File: src/hw/rtl/asec_pkg.sv
// shared types and constants for the allocation site classifier
// no dependencies
package asec_pkg;
   localparam int MaxSites  = 256;
   localparam int CountBits = 32;
   localparam int IdxBits   = $clog2(MaxSites);
   localparam int UsedBits  = $clog2(MaxSites + 1);

   typedef logic [2:0]           func_type;
   typedef logic [63:0]          key_type;
   typedef logic [CountBits-1:0] count_type;
   typedef logic [1:0]           region_type;
   typedef logic [UsedBits-1:0]  used_type;

   localparam func_type FuncAlloc   = 3'd0;
   localparam func_type FuncEscape  = 3'd1;
   localparam func_type FuncMigrate = 3'd2;
   localparam func_type FuncUpdate  = 3'd3;
   localparam func_type FuncQuery   = 3'd4;

   localparam region_type RegionLocal  = 2'd0;
   localparam region_type RegionCaller = 2'd1;
   localparam region_type RegionGlobal = 2'd2;

   typedef enum logic [1:0] {
      StIdle,
      StWalk,
      StDone
   } state_type;

   // command passed cell to cell along the chain during the walk
   typedef struct packed {
      logic     active;
      func_type func;
      key_type  key;
   } cmd_type;

   // per cell control from the sequencer
   typedef struct packed {
      logic     insert;
      func_type func;
      key_type  key;
   } ins_type;

   function automatic count_type sat_inc(count_type v);
      return (v == '1) ? v : v + count_type'(1);
   endfunction

   // exact region test on saturating counters
   function automatic region_type classify(count_type a, count_type e);
      logic [CountBits+3:0] e10, a9, e2, a1;
      e10 = {e, 3'b000} + {2'b00, e, 1'b0};
      a9  = {a, 3'b000} + {4'b0000, a};
      e2  = {3'b000, e, 1'b0};
      a1  = {4'b0000, a};
      if (e10 >= a9) return RegionGlobal;
      else if (e2 >= a1) return RegionCaller;
      else return RegionLocal;
   endfunction
endpackage

File: src/hw/rtl/asec_cell.sv
// one table entry of the classifier chain: key, counters and region
// depends on asec_pkg
module asec_cell (
   input  logic                 clock,
   input  logic                 reset,
   input  logic                 sel,
   input  asec_pkg::cmd_type    cmd_in,
   input  asec_pkg::ins_type    ins,
   input  logic                 hit_in,
   input  asec_pkg::region_type rec_in,
   output asec_pkg::cmd_type    cmd_out,
   output logic                 hit_out,
   output asec_pkg::region_type rec_out
);
   asec_pkg::key_type    key_ff, key_in;
   asec_pkg::count_type  alloc_ff, alloc_in, esc_ff, esc_in, mig_ff, mig_in;
   asec_pkg::region_type reg_ff, reg_in;
   asec_pkg::cmd_type    cmd_ff;
   logic                 hit_ff, match;
   asec_pkg::region_type rec_ff;

   // sel marks the cell as holding a valid entry
   assign match = cmd_in.active && sel && (key_ff == cmd_in.key);

   always_comb begin
      key_in   = key_ff;
      alloc_in = alloc_ff;
      esc_in   = esc_ff;
      mig_in   = mig_ff;
      reg_in   = reg_ff;
      if (ins.insert) begin
         key_in   = ins.key;
         alloc_in = '0;
         esc_in   = '0;
         mig_in   = '0;
         reg_in   = asec_pkg::RegionLocal;
      end
      if (ins.insert || match) begin
         case (ins.insert ? ins.func : cmd_in.func)
            asec_pkg::FuncAlloc:   alloc_in = asec_pkg::sat_inc(ins.insert ? '0 : alloc_ff);
            asec_pkg::FuncEscape:  esc_in   = asec_pkg::sat_inc(ins.insert ? '0 : esc_ff);
            asec_pkg::FuncMigrate: mig_in   = asec_pkg::sat_inc(ins.insert ? '0 : mig_ff);
            default: ;
         endcase
      end
      if (cmd_in.active && sel && cmd_in.func == asec_pkg::FuncUpdate && alloc_ff != '0)
         reg_in = asec_pkg::classify(alloc_ff, esc_ff);
   end

   always_ff @(posedge clock) begin
      key_ff   <= key_in;
      alloc_ff <= alloc_in;
      esc_ff   <= esc_in;
      mig_ff   <= mig_in;
      reg_ff   <= reg_in;
      rec_ff   <= match ? reg_ff : rec_in;
   end

   always_ff @(posedge clock) begin
      if (reset) begin
         cmd_ff <= '0;
         hit_ff <= 1'b0;
      end else begin
         cmd_ff <= cmd_in;
         hit_ff <= match || hit_in;
      end
   end

   assign cmd_out = cmd_ff;
   assign hit_out = hit_ff;
   assign rec_out = rec_ff;
endmodule

File: config.mk
export PLATFORM = sky130hd
export DESIGN_NAME = asec_cell
export DESIGN_NICKNAME = d
export VERILOG_FILES = /design/src/hw/rtl/asec_pkg.sv /design/src/hw/rtl/asec_cell.sv
export SDC_FILE = /design/constraint.sdc
export NUM_CORES = 1
export LEC_CHECK = 0
export BUFFER_PORTS_ARGS = -buffer_cell sky130_fd_sc_hd__buf_2
export CORE_MARGIN = 4
export CORE_UTILIZATION = 48
export CTS_CLUSTER_DIAMETER = 80
export DETAILED_ROUTE_END_ITERATION = 16
export PLACE_DENSITY = 0.82
export SLEW_MARGIN = 40
export SYNTH_ARGS = -nofsm -noshare
export SYNTH_HDL_FRONTEND = slang
export SYNTH_SLANG_ARGS = --single-unit
export TNS_END_PERCENT = 100
File: constraint.sdc
create_clock -name clock -period 4.5 [get_ports clock]
set_input_delay 0.9 -clock clock [delete_from_list [all_inputs] [get_ports clock]]
set_output_delay 0.9 -clock clock [all_outputs]
set_load 0.03 [all_outputs]
=== Word-level counts from Yosys, hierarchy flattened ===
Index checks and enable logic that the tools add are counted.

* Register bits: 201
* Output and inout bits: 71

* Add/sub/neg operators: 4
* Magnitude comparators: 2
* Equality and inequality tests: 5
* Mux-type cells: 14
* Reduce and logical (&&, ||, !) cells: 9

{| class="wikitable"
|+ Operators with widths
! operator !! count
|-
| 32-bit 2-to-1 mux || 8
|-
| 32-bit by 1-bit adder with 32-bit output, second input constant || 2
|-
| 32-bit equality test, second input constant || 2
|-
| 64-bit equality test || 1
|-
| 35-bit by 32-bit adder with 36-bit output || 1
|-
| 35-bit by 33-bit adder with 36-bit output || 1
|-
| 36-bit greater-or-equal comparator || 1
|-
| 33-bit by 32-bit greater-or-equal comparator with 1-bit output || 1
|-
| 32-bit nonzero test || 1
|-
| 2-bit 2-to-1 mux || 4
|-
| 1-bit logical AND || 4
|-
| 3-bit by 1-bit equality test with 1-bit output, second input constant || 1
|-
| 3-bit by 2-bit equality test with 1-bit output, second input constant || 1
|-
| 3-bit zero test || 1
|-
| 3-bit 2-to-1 mux || 1
|-
| 1-bit logical OR || 2
|-
| 2-bit nonzero test || 1
|-
| 1-bit 2-to-1 mux || 1
|}

=== Logic depth before layout (Yosys ltp) ===
* Depth after elaboration: 5
* Mapped depth: 19
* Gate-level depth less buffers: 19

=== Least setup slack after synthesis ===
No wires, ideal clock.

* Kind: register to register
* From: reg esc_ff[2]
* To: reg reg_ff[0] (data pin)
* Arrival time: 4144 ps
* Data required time: 4293 ps
* Setup slack: 148 ps
* Cell stages (with the launch flop): 19
* Buffers on the path: 0
* Clock period less this slack: 4352 ps
* Cells stage by stage: dfxtp_1 ha_1 fa_1 a21oi_1 nor2b_1 a311oi_1 a21oi_1 a31o_2 a21o_1 a21o_1 a21oi_1 xnor2_1 ha_1 a21o_1 a21o_1 a21oi_1 o21ai_0 o41a_1 a2111oi_0

* Cells in the longest elaborated chain, start to end: 4

{| class="wikitable"
|+ Ends and longest elaborated chain
! item !! line !! text
|-
| start: declaration || asec_cell.sv:16 || <nowiki>asec_pkg::count_type alloc_ff, alloc_in, esc_ff, esc_in, mig_ff, mig_in;</nowiki>
|-
| start signal: assignment || asec_cell.sv:53 || <nowiki>esc_ff <= esc_in;</nowiki>
|-
| 35-bit by 33-bit adder with 36-bit output / 33-bit by 32-bit greater-or-equal comparator with 1-bit output (equally long branches) || asec_pkg.sv:52, asec_pkg.sv:57 ||
|-
| 36-bit greater-or-equal comparator / 1-bit 2-to-1 mux (equally long branches) || asec_pkg.sv:56, asec_pkg.sv:57 ||
|-
| 2-bit 2-to-1 mux * || asec_pkg.sv:56 || <nowiki>if (e10 >= a9) return RegionGlobal;</nowiki>
|-
| 2-bit 2-to-1 mux * || asec_cell.sv:46 || <nowiki>if (cmd_in.active && sel && cmd_in.func == asec_pkg::FuncUpdate && alloc_ff != '0)</nowiki>
|-
| end signal: assignment || asec_cell.sv:55 || <nowiki>reg_ff <= reg_in;</nowiki>
|-
| end: declaration || asec_cell.sv:17 || <nowiki>asec_pkg::region_type reg_ff, reg_in;</nowiki>
|}

Every way passes the cells marked *; elsewhere a longest branch is shown, timed or not.
A chain may end at the register's enable or synchronous reset.

=== Final worst setup path ===
* From: reg esc_ff[1]
* To: reg reg_ff[0] (data pin)

The elaborated chain is that of the path after synthesis.

==> flow_metrics.env <==
export IMPL_crit_top_cell="a21oi_2"
export IMPL_track_usage_pct=22.8
export IMPL_critPathArrivalTime_ns=4.75
export IMPL_combPwrFrac_pct=9.1
export IMPL_routabilityCongestion=0.915
export IMPL_final_common_cell="buf_2"
export IMPL_slew_violations=0
export IMPL_synth_fp_nets=1497
export IMPL_leakagePower_nw=6.88
export IMPL_setup_viol=0
export IMPL_required_ns=4.81
export IMPL_hp_class="register to register"
export IMPL_hold_viol_final=0
export IMPL_synth_ff_type="dfxtp_1"
export IMPL_finClkSkew_ns=0.0139
export IMPL_cp_max_fo=4
export IMPL_synthToLayoutAreaGrowth_pct=25.2
export IMPL_crit_path_max_incr_delay_ns=0.44
export IMPL_r2r_cells=20
export IMPL_switchingPower_mw=0.993
export IMPL_synth_top_area_cell="dfxtp_1"
export IMPL_drt_iter0_markers=971
export IMPL_maxSlewHeadroom_pct=51.7
export IMPL_start_util_pct=49.0
export IMPL_grt_first_pass_wirelength_mm=52.0
export IMPL_yosysUniqueCellTypes=70
export IMPL_clk_latency_ns=0.50
export IMPL_rsz0062_at_grt="true"
export IMPL_syn_inst=1228
export IMPL_die_w_um=166
export IMPL_hold_buffers=0
export IMPL_post_route_period_util_pct=98.6
export IMPL_endpoint="reg_ff[0]$_SDFFCE_PP0P_"
export IMPL_worst_pin_slew_ns=0.724
export IMPL_grt_pass1_vias=10000
export IMPL_status="complete, no violations"
export IMPL_cts_tree="yes"
export IMPL_synth_seq_area_share_pct=39.2
export IMPL_firstDrtPassIters=6
export IMPL_dr_total_vias=10500
export IMPL_start_kind="register"
export IMPL_r2r_start="esc_ff[1]$_DFF_P_"
export IMPL_synth_edff_count=66
export IMPL_wl_per_cell_um=18.8
export IMPL_layout_nets=1787
export IMPL_critical_path_class="register to register"
export IMPL_wl_mm=35.1
export IMPL_crit_chain="buf_4 > fa_2 > a21oi_2 > nor2b_1 > a311oi_2 > a21oi_2 > buf_4 > nand3_1 > nand2_1 > a21o_1 > a21oi_2 > xnor2_2 > ha_1 > a21o_1 > a21o_1 > a21oi_2 > a211o_1 > a31oi_1 > o41a_1 > a2111oi_2"
export IMPL_worst_r2r_setup_slack_ns=0.06
export IMPL_ant_nets=0
export IMPL_clkTransAtPathRegs_ns=0.06
export IMPL_worstHoldStart="reg_ff[0]$_SDFFCE_PP0P_"
export IMPL_critPathLaunch="esc_ff[1]$_DFF_P_"
export IMPL_dp_hpwl_mm=26.0
export IMPL_cts_htree_levels=1
export IMPL_clock_sinks=201
export IMPL_clock_power_share_pct=43.2
export IMPL_die_h_um=166
export IMPL_fin_crit_ns=4.44
export IMPL_power_density_mw_per_mm2=280
export IMPL_final_cells=1864
export IMPL_drive_gt1_share_pct=26.4
export IMPL_critPathTopFamily="compound AO/OA/AOI/OAI gates"
export IMPL_most_common_layout_cells="210 x buf_2, 121 x dfxtp_1, 111 x ha_1"
export IMPL_seqPwrFrac_pct=47.6
export IMPL_overflow=0
export IMPL_reg2reg_to="reg_ff[0]$_SDFFCE_PP0P_"
export IMPL_num_io_pins=213
export IMPL_synth_area_leaders="dfxtp_1 23%, edfxtp_1 17%, ha_1 13%, xor2_1 6.2%, xnor2_1 5.7%"
export IMPL_ys_ff_latch=201
export IMPL_drv_cap=0
export IMPL_syn_area_mm2=0.0120
export IMPL_intPower_mw=3.19
export IMPL_vdd_drop_max_mv=0.275
export IMPL_die_area_mm2=0.0275
export IMPL_max_freq_ghz=0.225
export IMPL_synthDominantCellAreaShare_pct=22.6
export IMPL_power_share_switching_pct=23.7
export IMPL_port_buffer_count=212
export IMPL_power_total_mw=4.19
export IMPL_crit_buf_inv=2
export IMPL_coreArea_mm2=0.0244
export IMPL_fin_hold_ws_ns=0.510
export IMPL_cp_depth=20
export IMPL_critPathCaptureType="register"
export IMPL_cts_buffers=21
export IMPL_grt_max_degree=70
export IMPL_syn_area_per_cell_um2=9.73
export IMPL_antenna_found_initial=7
export IMPL_synthArstFlopShare_pct=0
export IMPL_slowest_stage="o41a_1"
export IMPL_rows=57
export IMPL_clock_path_buffers=3
export IMPL_place_inst=1806
export IMPL_yosysWarnings=0
export IMPL_drt_drc_violations_left=0
export IMPL_root_buffer="clkbuf_16"
export IMPL_vias_per_cell=5.63
## registers in the layout, summed over array words and instances (netlist names)
signal	cells
cmd_out	68
rec_out	2
esc_ff	32
hit_out	1
key_ff	64
reg_ff	2
alloc_ff	32
## final cells by class
type	count	area, um2
Timing Repair Buffer	288	1640
Sequential cell	201	4710
Clock buffer	26	576
Tap cell	324	405
Fill cell	1847	9420
Multi-Input combinational cell	942	7230
Clock inverter	12	144
Antenna cell	7	17.5
Inverter	64	240
## worst min path at each step
stage                     cells past startpoint                 end  slack, ns
after floorplan                               1  rec_out[0]$_DFF_P_       0.45
final                                         1  rec_out[0]$_DFF_P_       0.51
after global routing                          1  rec_out[1]$_DFF_P_       0.53
after detailed placement                      1  rec_out[0]$_DFF_P_       0.50
after global placement                        1  rec_out[1]$_DFF_P_       0.50
after CTS                                     1  rec_out[1]$_DFF_P_       0.52
## cell usage after synthesis, types with 4 or more instances
library cell and instances:
a21oi_1 76, a31o_2 4, xnor2_1 78, o21bai_1 8, and2_1 7, and4_1 10
nand3_1 26, nand4_1 35, a31oi_1 5, ha_1 125, nand2_1 56, nor3_1 22
o211ai_1 6, mux2_2 4, and3_1 17, clkbuf_1 19, nor4_1 23, or4_1 4
edfxtp_1 66, nand2b_1 18, nor2b_1 88, o21a_1 10, or2_2 4, dfxtp_1 135
nor2_1 82, xor2_1 84, a211o_1 5, o21ai_0 31, a21o_1 45, inv_1 62
or3_1 10
## through the flow
stage	area (um2)	setup TNS, ns	util, %	setup slack, ns
floorplan	12000	0	-	0.148
global placement	13800	-0.00186	56.6	-0.00186
detailed placement	13800	-0.0841	56.6	-0.0841
CTS	14600	0	59.7	0.00165
global route	15000	-0.159	61.4	-0.146
finish	15000	0	61.4	0.0620
## worst reg2reg max path: stages, from the launching register on
cell	delay, ns
dfxtp_4	0.36
buf_4	0.15
fa_2	0.43
a21oi_2	0.13
nor2b_1	0.10
a311oi_2	0.43
a21oi_2	0.13
buf_4	0.16
nand3_1	0.07
nand2_1	0.09
a21o_1	0.20
a21oi_2	0.17
xnor2_2	0.13
ha_1	0.26
a21o_1	0.18
a21o_1	0.18
a21oi_2	0.15
a211o_1	0.14
a31oi_1	0.06
o41a_1	0.44
a2111oi_2	0.29
## power groups by stage
stage,clock [mW],sequential (mW),combinational [mW]
after global placement,0,2.03,0.366
after CTS,1.82,1.99,0.378
after detailed placement,0,2.03,0.374
after floorplan,0,2.10,0.130
final,1.81,1.99,0.383
after global routing,1.91,2.00,0.406
## layer usage
| metal | GRT usage (%) | vias to the layer above | routed length, um |
|---|---|---|---|
| met5 | 0 | - | 0 |
| met4 | 7.07 | 0 | 1400 |
| met3 | 3.83 | 98 | 2500 |
| met2 | 40.8 | 497 | 17200 |
| met1 | 28.1 | 4898 | 13900 |
| li1 | - | 5007 | - |
## cell families (layout without fill, tap and decap cells)
group	count (synthesis)	in the layout	share of synthesized area, %
buffers and inverters	85	390	2.74
adder cells (fa/ha/maj)	127	127	13.4
multiplexers	6	6	0.544
XOR/XNOR	162	162	11.9
other	0	7	0
AND/OR/NAND/NOR	415	415	19.1
flip-flops	201	201	39.2
AO/OA/AOI/OAI	232	232	13.1
## repair_timing
action / 4_1_cts / 5_1_grt
buffers inserted: 0 / 13
endpoints found under the setup margin: 1 / 2
cloned: 0 / 0
gates resized for setup: 8 / 69
pin swaps: 0 / 31
No activity file was read; power rests on OpenSTA's default activity.
