<file path="config.mk">
export PLATFORM = sky130hd
export DESIGN_NAME = asec_seq_flat
export DESIGN_NICKNAME = d
export VERILOG_FILES = /design/src/hw/rtl/asec_pkg.sv /design/src/hw/rtl/asec_if.sv /design/src/hw/rtl/asec_seq.sv /design/src/flat_wrapper.sv
export SDC_FILE = /design/constraint.sdc
export NUM_CORES = 1
export LEC_CHECK = 0
export ABC_AREA = 1
export BUFFER_PORTS_ARGS = -buffer_cell sky130_fd_sc_hd__buf_4
export CAP_MARGIN = 20
export CORE_UTILIZATION = 43
export DETAILED_ROUTE_END_ITERATION = 6
export PLACE_DENSITY = 0.87
export RECOVER_POWER = 100
export SYNTH_ARGS = -nofsm -noshare
export SYNTH_HDL_FRONTEND = slang
export SYNTH_SLANG_ARGS = --single-unit
</file>
<file path="constraint.sdc">
create_clock -name clock -period 3 [get_ports clock]
set_input_delay 0 -clock clock [delete_from_list [all_inputs] [get_ports clock]]
set_output_delay 0 -clock clock [all_outputs]
set_load 0.05 [all_outputs]
</file>
<file path="src/hw/rtl/asec_pkg.sv">
// shared types and constants for the allocation site classifier
// no dependencies
package asec_pkg;
   localparam int MaxSites  = 256;
   localparam int CountBits = 32;
   localparam int IdxBits   = $clog2(MaxSites);
   localparam int UsedBits  = $clog2(MaxSites + 1);

   typedef logic [2:0]           func_type;
   typedef logic [63:0]          key_type;
   typedef logic [CountBits-1:0] count_type;
   typedef logic [1:0]           region_type;
   typedef logic [UsedBits-1:0]  used_type;

   localparam func_type FuncAlloc   = 3'd0;
   localparam func_type FuncEscape  = 3'd1;
   localparam func_type FuncMigrate = 3'd2;
   localparam func_type FuncUpdate  = 3'd3;
   localparam func_type FuncQuery   = 3'd4;

   localparam region_type RegionLocal  = 2'd0;
   localparam region_type RegionCaller = 2'd1;
   localparam region_type RegionGlobal = 2'd2;

   typedef enum logic [1:0] {
      StIdle,
      StWalk,
      StDone
   } state_type;

   // command passed cell to cell along the chain during the walk
   typedef struct packed {
      logic     active;
      func_type func;
      key_type  key;
   } cmd_type;

   // per cell control from the sequencer
   typedef struct packed {
      logic     insert;
      func_type func;
      key_type  key;
   } ins_type;

   function automatic count_type sat_inc(count_type v);
      return (v == '1) ? v : v + count_type'(1);
   endfunction

   // exact region test on saturating counters
   function automatic region_type classify(count_type a, count_type e);
      logic [CountBits+3:0] e10, a9, e2, a1;
      e10 = {e, 3'b000} + {2'b00, e, 1'b0};
      a9  = {a, 3'b000} + {4'b0000, a};
      e2  = {3'b000, e, 1'b0};
      a1  = {4'b0000, a};
      if (e10 >= a9) return RegionGlobal;
      else if (e2 >= a1) return RegionCaller;
      else return RegionLocal;
   endfunction
endpackage

</file>
<file path="src/hw/rtl/asec_if.sv">
// valid/ready channel interfaces for the classifier
// depends on asec_pkg
interface asec_req_if;
   logic               valid;
   logic               ready;
   asec_pkg::func_type func;
   asec_pkg::key_type  site_id;
   modport source (output valid, output func, output site_id, input ready);
   modport sink (input valid, input func, input site_id, output ready);
endinterface

interface asec_rsp_if;
   logic                 valid;
   logic                 ready;
   asec_pkg::region_type recommendation;
   logic                 found;
   logic                 dropped;
   asec_pkg::used_type   sites_used;
   modport source (output valid, output recommendation, output found, output dropped,
      output sites_used, input ready);
   modport sink (input valid, input recommendation, input found, input dropped,
      input sites_used, output ready);
endinterface

interface asec_csr_if;
   logic valid;
   logic ready;
   logic data;
   modport source (output valid, output data, input ready);
   modport sink (input valid, input data, output ready);
endinterface

</file>
<file path="src/hw/rtl/asec_seq.sv">
// sequencer: accepts words, walks the chain, inserts and answers
// depends on asec_pkg
module asec_seq (
   input  logic                 clock,
   input  logic                 reset,
   asec_req_if.sink             req,
   asec_rsp_if.source           rsp,
   asec_csr_if.sink             csr,
   input  logic                 hit_end,
   input  asec_pkg::region_type rec_end,
   output asec_pkg::cmd_type    cmd,
   output asec_pkg::used_type   used,
   output logic                 ins_en,
   output asec_pkg::func_type   ins_func,
   output asec_pkg::key_type    ins_key
);
   localparam int CntBits = $clog2(asec_pkg::MaxSites + 2);
   asec_pkg::state_type  st_ff, st_in;
   logic                 en_ff;
   asec_pkg::func_type   func_ff;
   asec_pkg::key_type    key_ff;
   logic [CntBits-1:0]   cnt_ff, cnt_in;
   asec_pkg::used_type   used_ff, used_in;
   logic                 rv_ff, rv_in;
   asec_pkg::region_type rrec_ff, rrec_in;
   logic                 rfound_ff, rfound_in, rdrop_ff, rdrop_in;
   logic                 take, is_event;

   assign take      = req.valid && req.ready;
   assign req.ready = (st_ff == asec_pkg::StIdle) && !rv_ff;
   assign csr.ready = 1'b1;
   assign is_event  = func_ff == asec_pkg::FuncAlloc || func_ff == asec_pkg::FuncEscape
      || func_ff == asec_pkg::FuncMigrate;

   assign cmd.active = (st_ff == asec_pkg::StWalk) && cnt_ff == '0 && en_ff;
   assign cmd.func   = func_ff;
   assign cmd.key    = key_ff;
   assign used       = used_ff;
   assign ins_func   = func_ff;
   assign ins_key    = key_ff;

   always_comb begin
      st_in     = st_ff;
      cnt_in    = cnt_ff;
      used_in   = used_ff;
      rv_in     = rv_ff && !rsp.ready;
      rrec_in   = rrec_ff;
      rfound_in = rfound_ff;
      rdrop_in  = rdrop_ff;
      ins_en    = 1'b0;
      case (st_ff)
         asec_pkg::StIdle: begin
            if (take) begin
               st_in  = asec_pkg::StWalk;
               cnt_in = '0;
            end
         end
         asec_pkg::StWalk: begin
            // wait for the command to reach the chain end
            cnt_in = cnt_ff + CntBits'(1);
            if (cnt_ff == CntBits'(asec_pkg::MaxSites - 1)) st_in = asec_pkg::StDone;
         end
         asec_pkg::StDone: begin
            st_in     = asec_pkg::StIdle;
            rv_in     = 1'b1;
            rrec_in   = asec_pkg::RegionLocal;
            rfound_in = 1'b0;
            rdrop_in  = 1'b0;
            if (is_event) begin
               if (!en_ff) rdrop_in = 1'b1;
               else if (hit_end) rfound_in = 1'b1;
               else if (used_ff < asec_pkg::used_type'(asec_pkg::MaxSites)) begin
                  ins_en  = 1'b1;
                  used_in = used_ff + asec_pkg::used_type'(1);
               end else rdrop_in = 1'b1;
            end else if (func_ff == asec_pkg::FuncQuery && en_ff && hit_end) begin
               rfound_in = 1'b1;
               rrec_in   = rec_end;
            end
         end
         default: st_in = asec_pkg::StIdle;
      endcase
   end

   always_ff @(posedge clock) begin
      if (reset) begin
         st_ff   <= asec_pkg::StIdle;
         cnt_ff  <= '0;
         used_ff <= '0;
         rv_ff   <= 1'b0;
         en_ff   <= 1'b0;
      end else begin
         st_ff   <= st_in;
         cnt_ff  <= cnt_in;
         used_ff <= used_in;
         rv_ff   <= rv_in;
         if (csr.valid) en_ff <= csr.data;
      end
   end

   always_ff @(posedge clock) begin
      if (take) begin
         func_ff <= req.func;
         key_ff  <= req.site_id;
      end
      rrec_ff   <= rrec_in;
      rfound_ff <= rfound_in;
      rdrop_ff  <= rdrop_in;
   end

   assign rsp.valid          = rv_ff;
   assign rsp.recommendation = rrec_ff;
   assign rsp.found          = rfound_ff;
   assign rsp.dropped        = rdrop_ff;
   assign rsp.sites_used     = used_ff;
endmodule

</file>
<file path="src/flat_wrapper.sv">
// flat-port wrapper written by rule: the top's interface ports become plain ports
module asec_seq_flat 
  (clock, reset, hit_end, rec_end, cmd, used, ins_en, ins_func, ins_key, req_valid, req_func, req_site_id, req_ready, rsp_valid, rsp_recommendation, rsp_found, rsp_dropped, rsp_sites_used, rsp_ready, csr_valid, csr_data, csr_ready);
  asec_req_if req_i ();
  asec_rsp_if rsp_i ();
  asec_csr_if csr_i ();
  input  logic clock;
  input  logic reset;
  input  logic hit_end;
  input  asec_pkg::region_type rec_end;
  output asec_pkg::cmd_type cmd;
  output asec_pkg::used_type used;
  output logic ins_en;
  output asec_pkg::func_type ins_func;
  output asec_pkg::key_type ins_key;
  input wire logic [$bits(req_i.valid)-1:0] req_valid;
  input wire logic [$bits(req_i.func)-1:0] req_func;
  input wire logic [$bits(req_i.site_id)-1:0] req_site_id;
  output wire logic [$bits(req_i.ready)-1:0] req_ready;
  output wire logic [$bits(rsp_i.valid)-1:0] rsp_valid;
  output wire logic [$bits(rsp_i.recommendation)-1:0] rsp_recommendation;
  output wire logic [$bits(rsp_i.found)-1:0] rsp_found;
  output wire logic [$bits(rsp_i.dropped)-1:0] rsp_dropped;
  output wire logic [$bits(rsp_i.sites_used)-1:0] rsp_sites_used;
  input wire logic [$bits(rsp_i.ready)-1:0] rsp_ready;
  input wire logic [$bits(csr_i.valid)-1:0] csr_valid;
  input wire logic [$bits(csr_i.data)-1:0] csr_data;
  output wire logic [$bits(csr_i.ready)-1:0] csr_ready;
  assign req_i.valid = req_valid;
  assign req_i.func = req_func;
  assign req_i.site_id = req_site_id;
  assign req_ready = req_i.ready;
  assign rsp_valid = rsp_i.valid;
  assign rsp_recommendation = rsp_i.recommendation;
  assign rsp_found = rsp_i.found;
  assign rsp_dropped = rsp_i.dropped;
  assign rsp_sites_used = rsp_i.sites_used;
  assign rsp_i.ready = rsp_ready;
  assign csr_i.valid = csr_valid;
  assign csr_i.data = csr_data;
  assign csr_ready = csr_i.ready;
  asec_seq u_core (.clock(clock), .reset(reset), .req(req_i), .rsp(rsp_i), .csr(csr_i), .hit_end(hit_end), .rec_end(rec_end), .cmd(cmd), .used(used), .ins_en(ins_en), .ins_func(ins_func), .ins_key(ins_key));
endmodule
</file>
# == Yosys cells after proc, flatten, opt, wreduce, memory -nomap -nowiden ==
# Index checks and enable logic that the tools add are counted.
# op_classes
magnitude_cmp,1
addsub,2
eq_ne,8
mux,18
bitwise_logic,2
reduce_logical,19
# ops
operator,count
$add A9 B1 Y9 const B,2
$pmux W9 S2,1
$mux W1,13
$eq A9 B8 Y1 const B,1
$logic_not A9 Y1,1
$lt A9 B9 Y1 const B,1
$mux W9,1
$logic_and A1 B1 Y1,7
$reduce_and A5 Y1,1
$mux W2,2
$pmux W2 S2,1
$reduce_and A2 Y1,2
$eq A3 B1 Y1 const B,1
$eq A3 B2 Y1 const B,1
$eq A3 B3 Y1 const B,1
$logic_not A3 Y1,1
$eq A2 B1 Y1 const B,1
$eq A2 B2 Y1 const B,1
$logic_not A1 Y1,2
$logic_not A2 Y1,1
$logic_or A1 B1 Y1,2
$ne A2 B1 Y1 const B,1
$ne A2 B2 Y1 const B,1
$not A1 Y1,2
other kinds (2),2
# word_totals
elab_cells,60
in_bits,76
regBits,93

# == Depth between registers and ports, before layout ==
# Gate-level depths: netlist of run 1.
# depth
ltp_word,6
depth_mapped,8
mapped_depth_nobuf,8

# == Least setup slack after synthesis of run 1 ==
# No wires, ideal clock.
# synth_timing
path_kind,reg-to-reg
startpoint,reg u_core.rv_ff (netlist: u_core.rsp.valid)
endpoint,reg u_core.func_ff[0] (netlist: u_core.ins_func[0]) (enable)
setup_ps,422
t_required_ps,2578
slack_ps,473
stages_incl_launch_ff,4
arrival_ps,2106
cell_sequence,dfxtp_1 -> inv_1 -> nand4_1 -> inv_1
# synth_via
elab_chain_len,3
# synth_lines
element,line_no,text
from (decl),asec_seq.sv:24,"logic rv_ff, rv_in;"
from (signal assigned),asec_seq.sv:96,rv_ff <= rv_in;
$logic_not A1 Y1,asec_seq.sv:30,assign req.ready = (st_ff == asec_pkg::StIdle) && !rv_ff;
$logic_and A1 B1 Y1,asec_seq.sv:30,
$logic_and A1 B1 Y1,asec_seq.sv:29,assign take = req.valid && req.ready;
net u_core.take,asec_seq.sv:27,"logic take, is_event;"
to (signal assigned),asec_seq.sv:103,func_ff <= req.func;
to (decl),asec_seq.sv:20,asec_pkg::func_type func_ff;
# The timed path passes the listed nets, and every way through them passes these cells.
# A chain may end at the register's enable or synchronous reset.

# == Final worst setup path of run 1 ==
# layout_timing
startpoint,reg u_core.st_ff[0]
endpoint,reg u_core.key_ff[37] (netlist: u_core.ins_key[37]) (enable)
# layout_via
elab_chain_len,3
# layout_lines
element,line_no,text
from (decl),asec_seq.sv:18,"asec_pkg::state_type st_ff, st_in;"
from (signal assigned),asec_seq.sv:87,st_ff <= asec_pkg::StIdle;
from (signal assigned),asec_seq.sv:93,st_ff <= st_in;
$logic_not A2 Y1,asec_seq.sv:30,
$logic_and A1 B1 Y1,asec_seq.sv:30,
$logic_and A1 B1 Y1,asec_seq.sv:29,
net u_core.take,asec_seq.sv:27,
to (signal assigned),asec_seq.sv:104,key_ff <= req.site_id;
to (decl),asec_seq.sv:21,asec_pkg::key_type key_ff;
# The timed path passes the listed nets, and every way through them passes these cells.

==> results.yml, run 1 <==
detailed_routing:
  route.antenna.remaining_nets: 0
  met2_length_um: 6450
  drt-met1-wl_um: 4130
  top_layer: "met4"
  first_pass_iters: 7
  dr_wl_met3_um: 666
  wl_per_cell_um: 16.6
  first_iter_violations: 107
  drc_errors: 19
  vias: 3233
  detail_route.vias_per_cell: 4.64
  wirelength_um: 11600
critical_path:
  crit_path_frequent_cell: "inv_1"
  cp-end-kind: "flip-flop"
  arrival_ns: 2.22
  path_class: "flip-flop to flip-flop"
  cp_max_fo: 25
  worstPathCellList: "inv_1, nand4_1, inv_1, clkbuf_2"
  crit_slowest_cell: "clkbuf_2"
  required_ns: 2.99
  critPathLaunchType: "flip-flop"
  max_stage_delay_ns: 0.65
die:
  io_pins: 237
  rows: 34
  die_width_um: 98.0
  die_h_um: 98.0
  core_area_um2: 8810
  die-area_um2: 9600
  initial_core_util_pct: 45.0
sta:
  slew_violations: 0
  tns_ns: 0
  period_needed_ns: 2.23
  worst_slack_ns: 0.771
  max_freq_mhz: 449
  period_share_pct: 74.3
  max_slew.worst_pin.slew_ns: 0.736
  skew_ns: 0.0211
  setup_viol: 0
  rsz0062_at_grt: "false"
  finalHoldViolations: 0
  slew_headroom_pct: 50.9
synth:
  syn-cell-area_um2: 3960
  synth_compound_area_share_pct: 4.20
  yosys.area_share.simple_pct: 10.8
  synth-xor-area-share_pct: 0.442
  ys_types: 27
  ys_seq_area_share_pct: 64.9
  synthCells: 340
  synth_top_family_by_area: "buffers and inverters"
  synth_mux_area_share_pct: 0
  syn_nets: 420
  synth_fa_ha_area_share_pct: 1.26
  avgSynthCellArea_um2: 11.7
  yosys_warnings: 0
  yosys_register_bits: 93
global_route:
  antenna_found_initial: 1
  grt_max_degree: 27
  grt_pass1_vias: 3164
  grt_overflow: 0
  track_usage_pct: 23.6
  grt_pass1_wl_um: 17000
power_and_ir_drop:
  p_seq_share_pct: 47.8
  power_frac_comb_pct: 22.6
  p_int_mw: 2.11
  leakagePower_nw: 2.12
  switchingPower_mw: 1.03
  sw_frac_of_total_pct: 32.9
  ir_drop_mv: 0.348
  clkPwrFrac_pct: 29.6
  p_per_area_nw_per_um2: 559
outcome:
  violations: "design-rule violations"
  status: "finished with violations"
placement:
  pre_cts_ws_ns: 1.24
  postPlaceCellArea_um2: 5290
  hpwl_um: 7880
  gp_congestion: 0.857
  port_buffers: 235
  placed_cells: 606
cells_and_area:
  nFillCells: 826
  fin_util_pct: 63.8
  layout_commonest_cell: "clkbuf_1"
  regArea_um2: 2570
  synthToLayoutAreaGrowth_pct: 41.8
  fin_area_um2: 5620
  fin_cells: 697
  nNetsFinal: 664
  multi_input_area_um2: 634
  drive_above_1_share_pct: 16.2
  final_cell_mix: "clkbuf_1, dlygate4sd3_1, edfxtp_1, clkbuf_4, nand2_1"
clock_network:
  htreeDepth: 3
  clk_path_buf_depth: 2
  path_clk_slew_ns: 0.09
  post_cts_buffers: 0
  tritoncts: "built"
  cts-root-buf: "clkbuf_8"
  clock-sinks: 93
  hold_buffers: 75
  cts.repair.resized: 0
  cts_buffers: 9
  clk_latency_ns: 0.36
worst_hold_path:
  hold_class: "input pin to flip-flop"
flow_run:
  drv_cap: 0
## final cells by class
type / count / share of cell area (%)
flip-flops and latches: 93 / 45.8
repair buffers: 312 / 34.2
multi-input cells: 133 / 11.3
well taps: 108 / 2.41
inverters: 35 / 2.36
clock buffers: 9 / 2.21
clock inverters: 6 / 1.69
diodes: 1 / 0.0446
## metrics by stage
stage | power (mW) | hold slack (ns)
after floorplan | 2.05 | 0.0768
after global placement | 2.25 | 0.179
after detailed placement | 2.26 | 0.179
after CTS | 3.25 | 0.0414
after global routing | 3.25 | 0.0419
final | 3.14 | 0.0504
## state kept, by name, summed over array words and instances (netlist names)
| name | flops |
|---|---|
| u_core.ins_key | 64 |
| u_core.cnt_ff | 9 |
| u_core.rsp.sites_used | 9 |
| u_core.ins_func | 3 |
| u_core.rsp.recommendation | 2 |
| u_core.st_ff | 2 |
| u_core.en_ff | 1 |
| u_core.rsp.dropped | 1 |
| u_core.rsp.found | 1 |
| u_core.rsp.valid | 1 |
## cells in the mapped netlist
master / count / share of area [%]
buf_1: 1 / 0.095
nand3_4: 1 / 0.44
o32ai_1: 1 / 0.22
inv_1: 31 / 2.9
a21oi_1: 13 / 1.6
nand3_1: 12 / 1.5
o21ai_0: 10 / 1.3
nor2_4: 2 / 0.57
nor3_1: 7 / 0.88
o21ai_1: 2 / 0.25
nor2_1: 22 / 2.1
o21bai_1: 1 / 0.19
o21a_1: 1 / 0.19
nand4_1: 4 / 0.63
conb_1: 1 / 0.095
or2_2: 1 / 0.16
nand2_1: 46 / 4.4
edfxtp_1: 71 / 54
clkinv_4: 1 / 0.22
buf_2: 1 / 0.13
a21oi_2: 2 / 0.44
ha_1: 4 / 1.3
buf_4: 77 / 15
dfxtp_1: 22 / 11
inv_2: 3 / 0.28
xor2_1: 2 / 0.44
nand2_2: 1 / 0.16
## power groups by stage
| stage | sequential (mW) | combinational, mW | clock, mW |
|---|---|---|---|
| after global routing | 1.51 | 0.733 | 1.01 |
| after global placement | 1.53 | 0.720 | 0 |
| after detailed placement | 1.53 | 0.729 | 0 |
| final | 1.50 | 0.711 | 0.928 |
| after floorplan | 1.72 | 0.335 | 0 |
| after CTS | 1.50 | 0.812 | 0.938 |
## path summary, 6_finish.rpt
path | start | end | slack, ns | depth (start not counted)
worst max-delay path | u_core.st_ff[0] | u_core.ins_key[37] | 0.77 | 4
worst min-delay path | req_valid | u_core.st_ff[0] | 0.05 | 3
worst max register to register | u_core.st_ff[0] | u_core.ins_key[37] | 0.77 | 4
worst min register to register | u_core.cnt_ff[6] | u_core.cnt_ff[6] | 0.49 | 2
## worst max-delay path, delay by kind of cell, from the launching register on
kind	cells	cell delay (ns)
and+or+nand+nor	1	0.19
buffers and inverters	3	1.36
DFF	1	0.33
## cell families after synthesis
family          Yosys count
buf+inv                 114
xor+xnor                  2
simple gates             96
fa+ha+maj                 4
compound gates           30
other cells               1
flops                    93
## per-layer routing
layer | track usage (%) | vias up
li1 | - | 1537
met1 | 24.4 | 1543
met2 | 45.3 | 131
met3 | 5.65 | 22
met4 | 9.56 | 0
met5 | 0 | -
(Power assumes the default switching activity.)
==> run 2: changes to the inputs <==
--- a/config.mk
+++ b/config.mk
@@ -8,9 +8,9 @@
 export ABC_AREA = 1
 export BUFFER_PORTS_ARGS = -buffer_cell sky130_fd_sc_hd__buf_4
 export CAP_MARGIN = 20
-export CORE_UTILIZATION = 43
+export CORE_UTILIZATION = 39
 export DETAILED_ROUTE_END_ITERATION = 6
-export PLACE_DENSITY = 0.87
+export PLACE_DENSITY = 0.83
 export RECOVER_POWER = 100
 export SYNTH_ARGS = -nofsm -noshare
 export SYNTH_HDL_FRONTEND = slang
==> constraint.sdc (replaced) <==
create_clock -name clock -period 2 [get_ports clock]
set_input_delay 0 -clock clock [delete_from_list [all_inputs] [get_ports clock]]
set_output_delay 0 -clock clock [all_outputs]
set_load 0.05 [all_outputs]
==> results.yml, run 2 (synthesized netlist as in run 1, its figures left out) <==
sta:
  period_share_pct: 95.3
  max_slew.worst_pin.slew_ns: 0.665
  max_freq_mhz: 525
  rsz0062_at_grt: "false"
  setup_viol: 0
  tns_ns: 0
  skew_ns: 0.0260
  slew_headroom_pct: 55.8
  period_needed_ns: 1.91
  holdWs_ns: 0.152
  finalHoldViolations: 0
  slew_violations: 0
flow_run:
  drv_cap: 0
critical_path:
  max_stage_delay_ns: 0.57
  arrival_ns: 2.18
  worstPathCellList: "inv_1, nor2_1, a21oi_1, dlygate4sd3_1, nor2_1, dlygate4sd3_1"
  reg2reg_from: "u_core.en_ff"
  cp-end-kind: "flip-flop"
  crit_slowest_cell: "dlygate4sd3_1"
  crit_path_start: "u_core.en_ff"
  required_ns: 2.28
  critPathLaunchType: "flip-flop"
  crit_buf_inv: 3
  cp_max_fo: 5
  path_class: "flip-flop to flip-flop"
  cp_top_family: "buffers and inverters"
die:
  die-area_um2: 10600
  io_pins: 237
  initial_core_util_pct: 40.3
  core_area_um2: 9820
  rows: 36
  die_width_um: 103
  die_h_um: 103
power_and_ir_drop:
  leakagePower_nw: 2.11
  p_per_area_nw_per_um2: 815
  ir_drop_mv: 0.415
clock_network:
  path_clk_slew_ns: 0.08
  cts-root-buf: "clkbuf_8"
  clock-sinks: 93
  cts_buffers: 9
  tritoncts: "built"
  clk_latency_ns: 0.36
  clk_path_buf_depth: 2
  htreeDepth: 3
detailed_routing:
  wl_per_cell_um: 15.9
  first_pass_iters: 4
  route.antenna.remaining_nets: 0
  wirelength_um: 11500
  vias: 3315
  detail_route.vias_per_cell: 4.59
  first_iter_violations: 107
  drc_errors: 0
global_route:
  track_usage_pct: 21.4
  grt_overflow: 0
  grt_busiest_layer: "met2"
  grt_use_met2_pct: 40.9
  grt_max_degree: 69
  grt_pass1_vias: 3280
  grtUsageMet1_pct: 20.5
  antenna_found_initial: 0
  use_met3_pct: 6.51
  grt_pass1_wl_um: 16500
cells_and_area:
  fin_util_pct: 57.6
  nNetsFinal: 663
  largest_register_ffs: 64
  final_cell_mix: "clkbuf_1, dlygate4sd3_1, edfxtp_1, clkbuf_4, nand2_1"
  layout_commonest_cell: "clkbuf_1"
  synthToLayoutAreaGrowth_pct: 42.7
  drive_above_1_share_pct: 17.5
placement:
  gp_congestion: 0.777
  hpwl_um: 7610
  port_buffers: 235
outcome:
  status: "complete, no violations"
worst_hold_path:
  hp-start: "req_valid"
  hold_class: "input pin to flip-flop"
[run 2: report_power, final]
group          switching, mW  leakage [nW]  internal (mW)  total [mW]
Combinational          0.808          1.17          0.261        1.07
Sequential            0.0602         0.851           2.19        2.25
Clock                  0.696        0.0929          0.591        1.29
Total                   1.56          2.11           3.04        4.61
[run 2: timing repair]
| item | 4_1_cts | 5_1_grt |
|---|---|---|
| setup buffers | 0 | 0 |
| hold buffers | 75 | 0 |
| resized for setup | 0 | 2 |
| endpoints found under the setup margin | 0 | 1 |
| endpoints found under the hold margin | 83 | 0 |
[run 2: final timing paths]
check | end | slack [ns] | cells after the start
worst max-delay path | u_core.en_ff | 0.09 | 6
worst min-delay path | u_core.st_ff[0] | 0.15 | 3
worst max register to register | u_core.en_ff | 0.09 | 6
worst min register to register | u_core.cnt_ff[6] | 0.49 | 2
[run 2: stage by stage]
stage	setup WS, ns	std cells	total power, mW	cell area [um2]
6_report	0.0946	722	4.61	5650
2_1_floorplan	-0.0431	340	3.08	3980
3_5_place_dp	0.267	630	3.39	5340
4_1_cts	0.0671	721	4.79	6290
3_3_place_gp	0.312	630	3.37	5340
5_1_grt	0.0247	721	4.79	5650
[run 2: per-layer routing]
metal | part of all wire [%] | wire, um
met5 | 0 | 0
met4 | 2.8 | 322
met3 | 4.9 | 565
met2 | 58 | 6650
met1 | 34 | 3960
[run 2: worst min-delay path, stage by stage]
cell     delay [ns]
buf_4          0.12
nand4_1        0.21
a21oi_1        0.11
[run 2: cell type report]
type                            instances  area (um2)
Timing Repair Buffer                  311        1930
Clock buffer                            9         124
Tap cell                              133         166
Fill cell                             923        4170
Multi-Input combinational cell        133         637
Inverter                               35         136
Clock inverter                          7        78.8
Antenna cell                            1        2.50
Sequential cell                        93        2580
==> run 3: changes to the inputs <==
==> constraint.sdc (replaced) <==
create_clock -name clock -period 2 [get_ports clock]
set_input_delay 0.3 -clock clock [delete_from_list [all_inputs] [get_ports clock]]
set_output_delay 0.3 -clock clock [all_outputs]
set_load 0.05 [all_outputs]
==> results.yml, run 3 (synthesized netlist as in run 1, its figures left out) <==
power_and_ir_drop:
  p_seq_share_pct: 49.4
  p_per_area_nw_per_um2: 922
  ir_drop_mv: 0.433
  p_int_mw: 3.07
  switchingPower_mw: 1.48
  sw_frac_of_total_pct: 32.5
  finalPower_mw: 4.54
  clkPwrFrac_pct: 30.0
  leakagePower_nw: 1.82
  power_frac_comb_pct: 20.6
clock_network:
  clk_latency_ns: 0.35
  path_clk_slew_ns: 0.10
  tritoncts: "built"
  htreeDepth: 3
  cts-root-buf: "clkbuf_8"
  clock-sinks: 93
  hold_buffers: 0
  clk_path_buf_depth: 2
  post_cts_buffers: 0
  cts_buffers: 9
  cts.repair.resized: 0
worst_hold_path:
  hold_class: "input pin to flip-flop"
cells_and_area:
  fin_cells: 646
  synthToLayoutAreaGrowth_pct: 24.5
  drive_above_1_share_pct: 20.7
  layout_commonest_cell: "clkbuf_1"
  nNetsFinal: 588
  nFillCells: 994
  largest_register_ffs: 64
  n_antenna_cell: 0
  final_cell_mix: "clkbuf_1, edfxtp_1, clkbuf_4, nand2_1, inv_1"
placement:
  gp_congestion: 0.803
  hpwl_um: 7780
  placed_cells: 630
  port_buffers: 235
  pre_cts_ws_ns: 0.249
sta:
  tns_ns: 0
  finalHoldViolations: 0
  holdWs_ns: 0.139
  slew_violations: 0
  worst_slack_ns: 0.142
  skew_ns: 0.0103
  period_needed_ns: 1.86
  max_freq_mhz: 538
  slew_headroom_pct: 53.5
  rsz0062_at_grt: "false"
  setup_viol: 0
  period_share_pct: 92.9
  max_slew.worst_pin.slew_ns: 0.700
detailed_routing:
  vias: 2954
  drc_errors: 0
  first_pass_iters: 4
  wirelength_um: 10000
  route.antenna.remaining_nets: 0
  detail_route.vias_per_cell: 4.57
  first_iter_violations: 81
  wl_per_cell_um: 15.5
critical_path:
  r2r_end: "u_core.cnt_ff[8]"
  r2r_cells: 6
  path_class: "flip-flop to output pin"
  setup.reg_to_reg.worst_slack_ns: 0.22
  cp-end-kind: "output pin"
  crit_path_start: "u_core.st_ff[0]"
  critPathCapture: "cmd[67]"
  arrival_ns: 1.56
  reg2reg_from: "u_core.cnt_ff[0]"
  critPathLaunchType: "flip-flop"
  cp_max_fo: 10
  required_ns: 1.70
die:
  die-area_um2: 10600
  initial_core_util_pct: 40.3
  die_width_um: 103
  die_h_um: 103
  rows: 36
  core_area_um2: 9820
  io_pins: 237
global_route:
  grt_max_degree: 69
  grt_use_met2_pct: 34.7
  antenna_found_initial: 0
  grt_busiest_layer: "met2"
  grt_overflow: 0
  grt_pass1_wl_um: 14000
  grtUsageMet1_pct: 18.4
  grt_pass1_vias: 2756
  use_met3_pct: 3.93
  track_usage_pct: 17.9
outcome:
  status: "complete, no violations"
flow_run:
  drv_cap: 0
==> run 3: how the worst min path moves through the flow <==
stage                          start                 end  cells past startpoint
global placement    u_core.cnt_ff[6]    u_core.cnt_ff[6]                      2
global route         req_site_id[13]  u_core.ins_key[13]                      1
floorplan                      reset     u_core.st_ff[1]                      1
finish               req_site_id[13]  u_core.ins_key[13]                      1
detailed placement  u_core.cnt_ff[6]    u_core.cnt_ff[6]                      2
CTS                      req_func[2]  u_core.ins_func[2]                      1
==> run 3: per-layer routing <==
layer | up-vias | routed length [um]
li1 | 1388 | -
met1 | 1417 | 3390
met2 | 133 | 5700
met3 | 16 | 706
met4 | 0 | 200
met5 | - | 0
==> run 3: stage by stage <==
| step | utilization (%) | cell area [um2] |
|---|---|---|
| after floorplan | - | 3980 |
| after global placement | 54.4 | 5340 |
| after detailed placement | 54.4 | 5340 |
| after CTS | 56.7 | 5560 |
| after global routing | 50.2 | 4930 |
| final | 50.2 | 4930 |
==> run 3: worst max-delay path, cell delays in order, from the launching register on <==
cell and delay [ns]:
dfxtp_1 0.39, inv_2 0.08, nor2_4 0.20, nand3_1 0.12
nor3_2 0.17, clkbuf_4 0.25
==> run 3: layout make-up <==
| type | count | area (um2) | share of cell area [%] |
|---|---|---|---|
| Clock buffer | 9 | 124 | 2.51 |
| Timing Repair Buffer | 236 | 1180 | 23.9 |
| Sequential cell | 93 | 2580 | 52.2 |
| Clock inverter | 7 | 96.3 | 1.95 |
| Tap cell | 133 | 166 | 3.37 |
| Inverter | 35 | 136 | 2.77 |
| Multi-Input combinational cell | 133 | 652 | 13.2 |
==> run 3: power by group through the flow <==
stage / clock network, mW / logic, mW / registers (mW)
6_report: 1.37 / 0.936 / 2.24
5_1_grt: 1.47 / 0.979 / 2.26
4_1_cts: 1.42 / 1.10 / 2.25
3_5_place_dp: 0 / 1.10 / 2.29
3_3_place_gp: 0 / 1.08 / 2.28
2_1_floorplan: 0 / 0.505 / 2.58
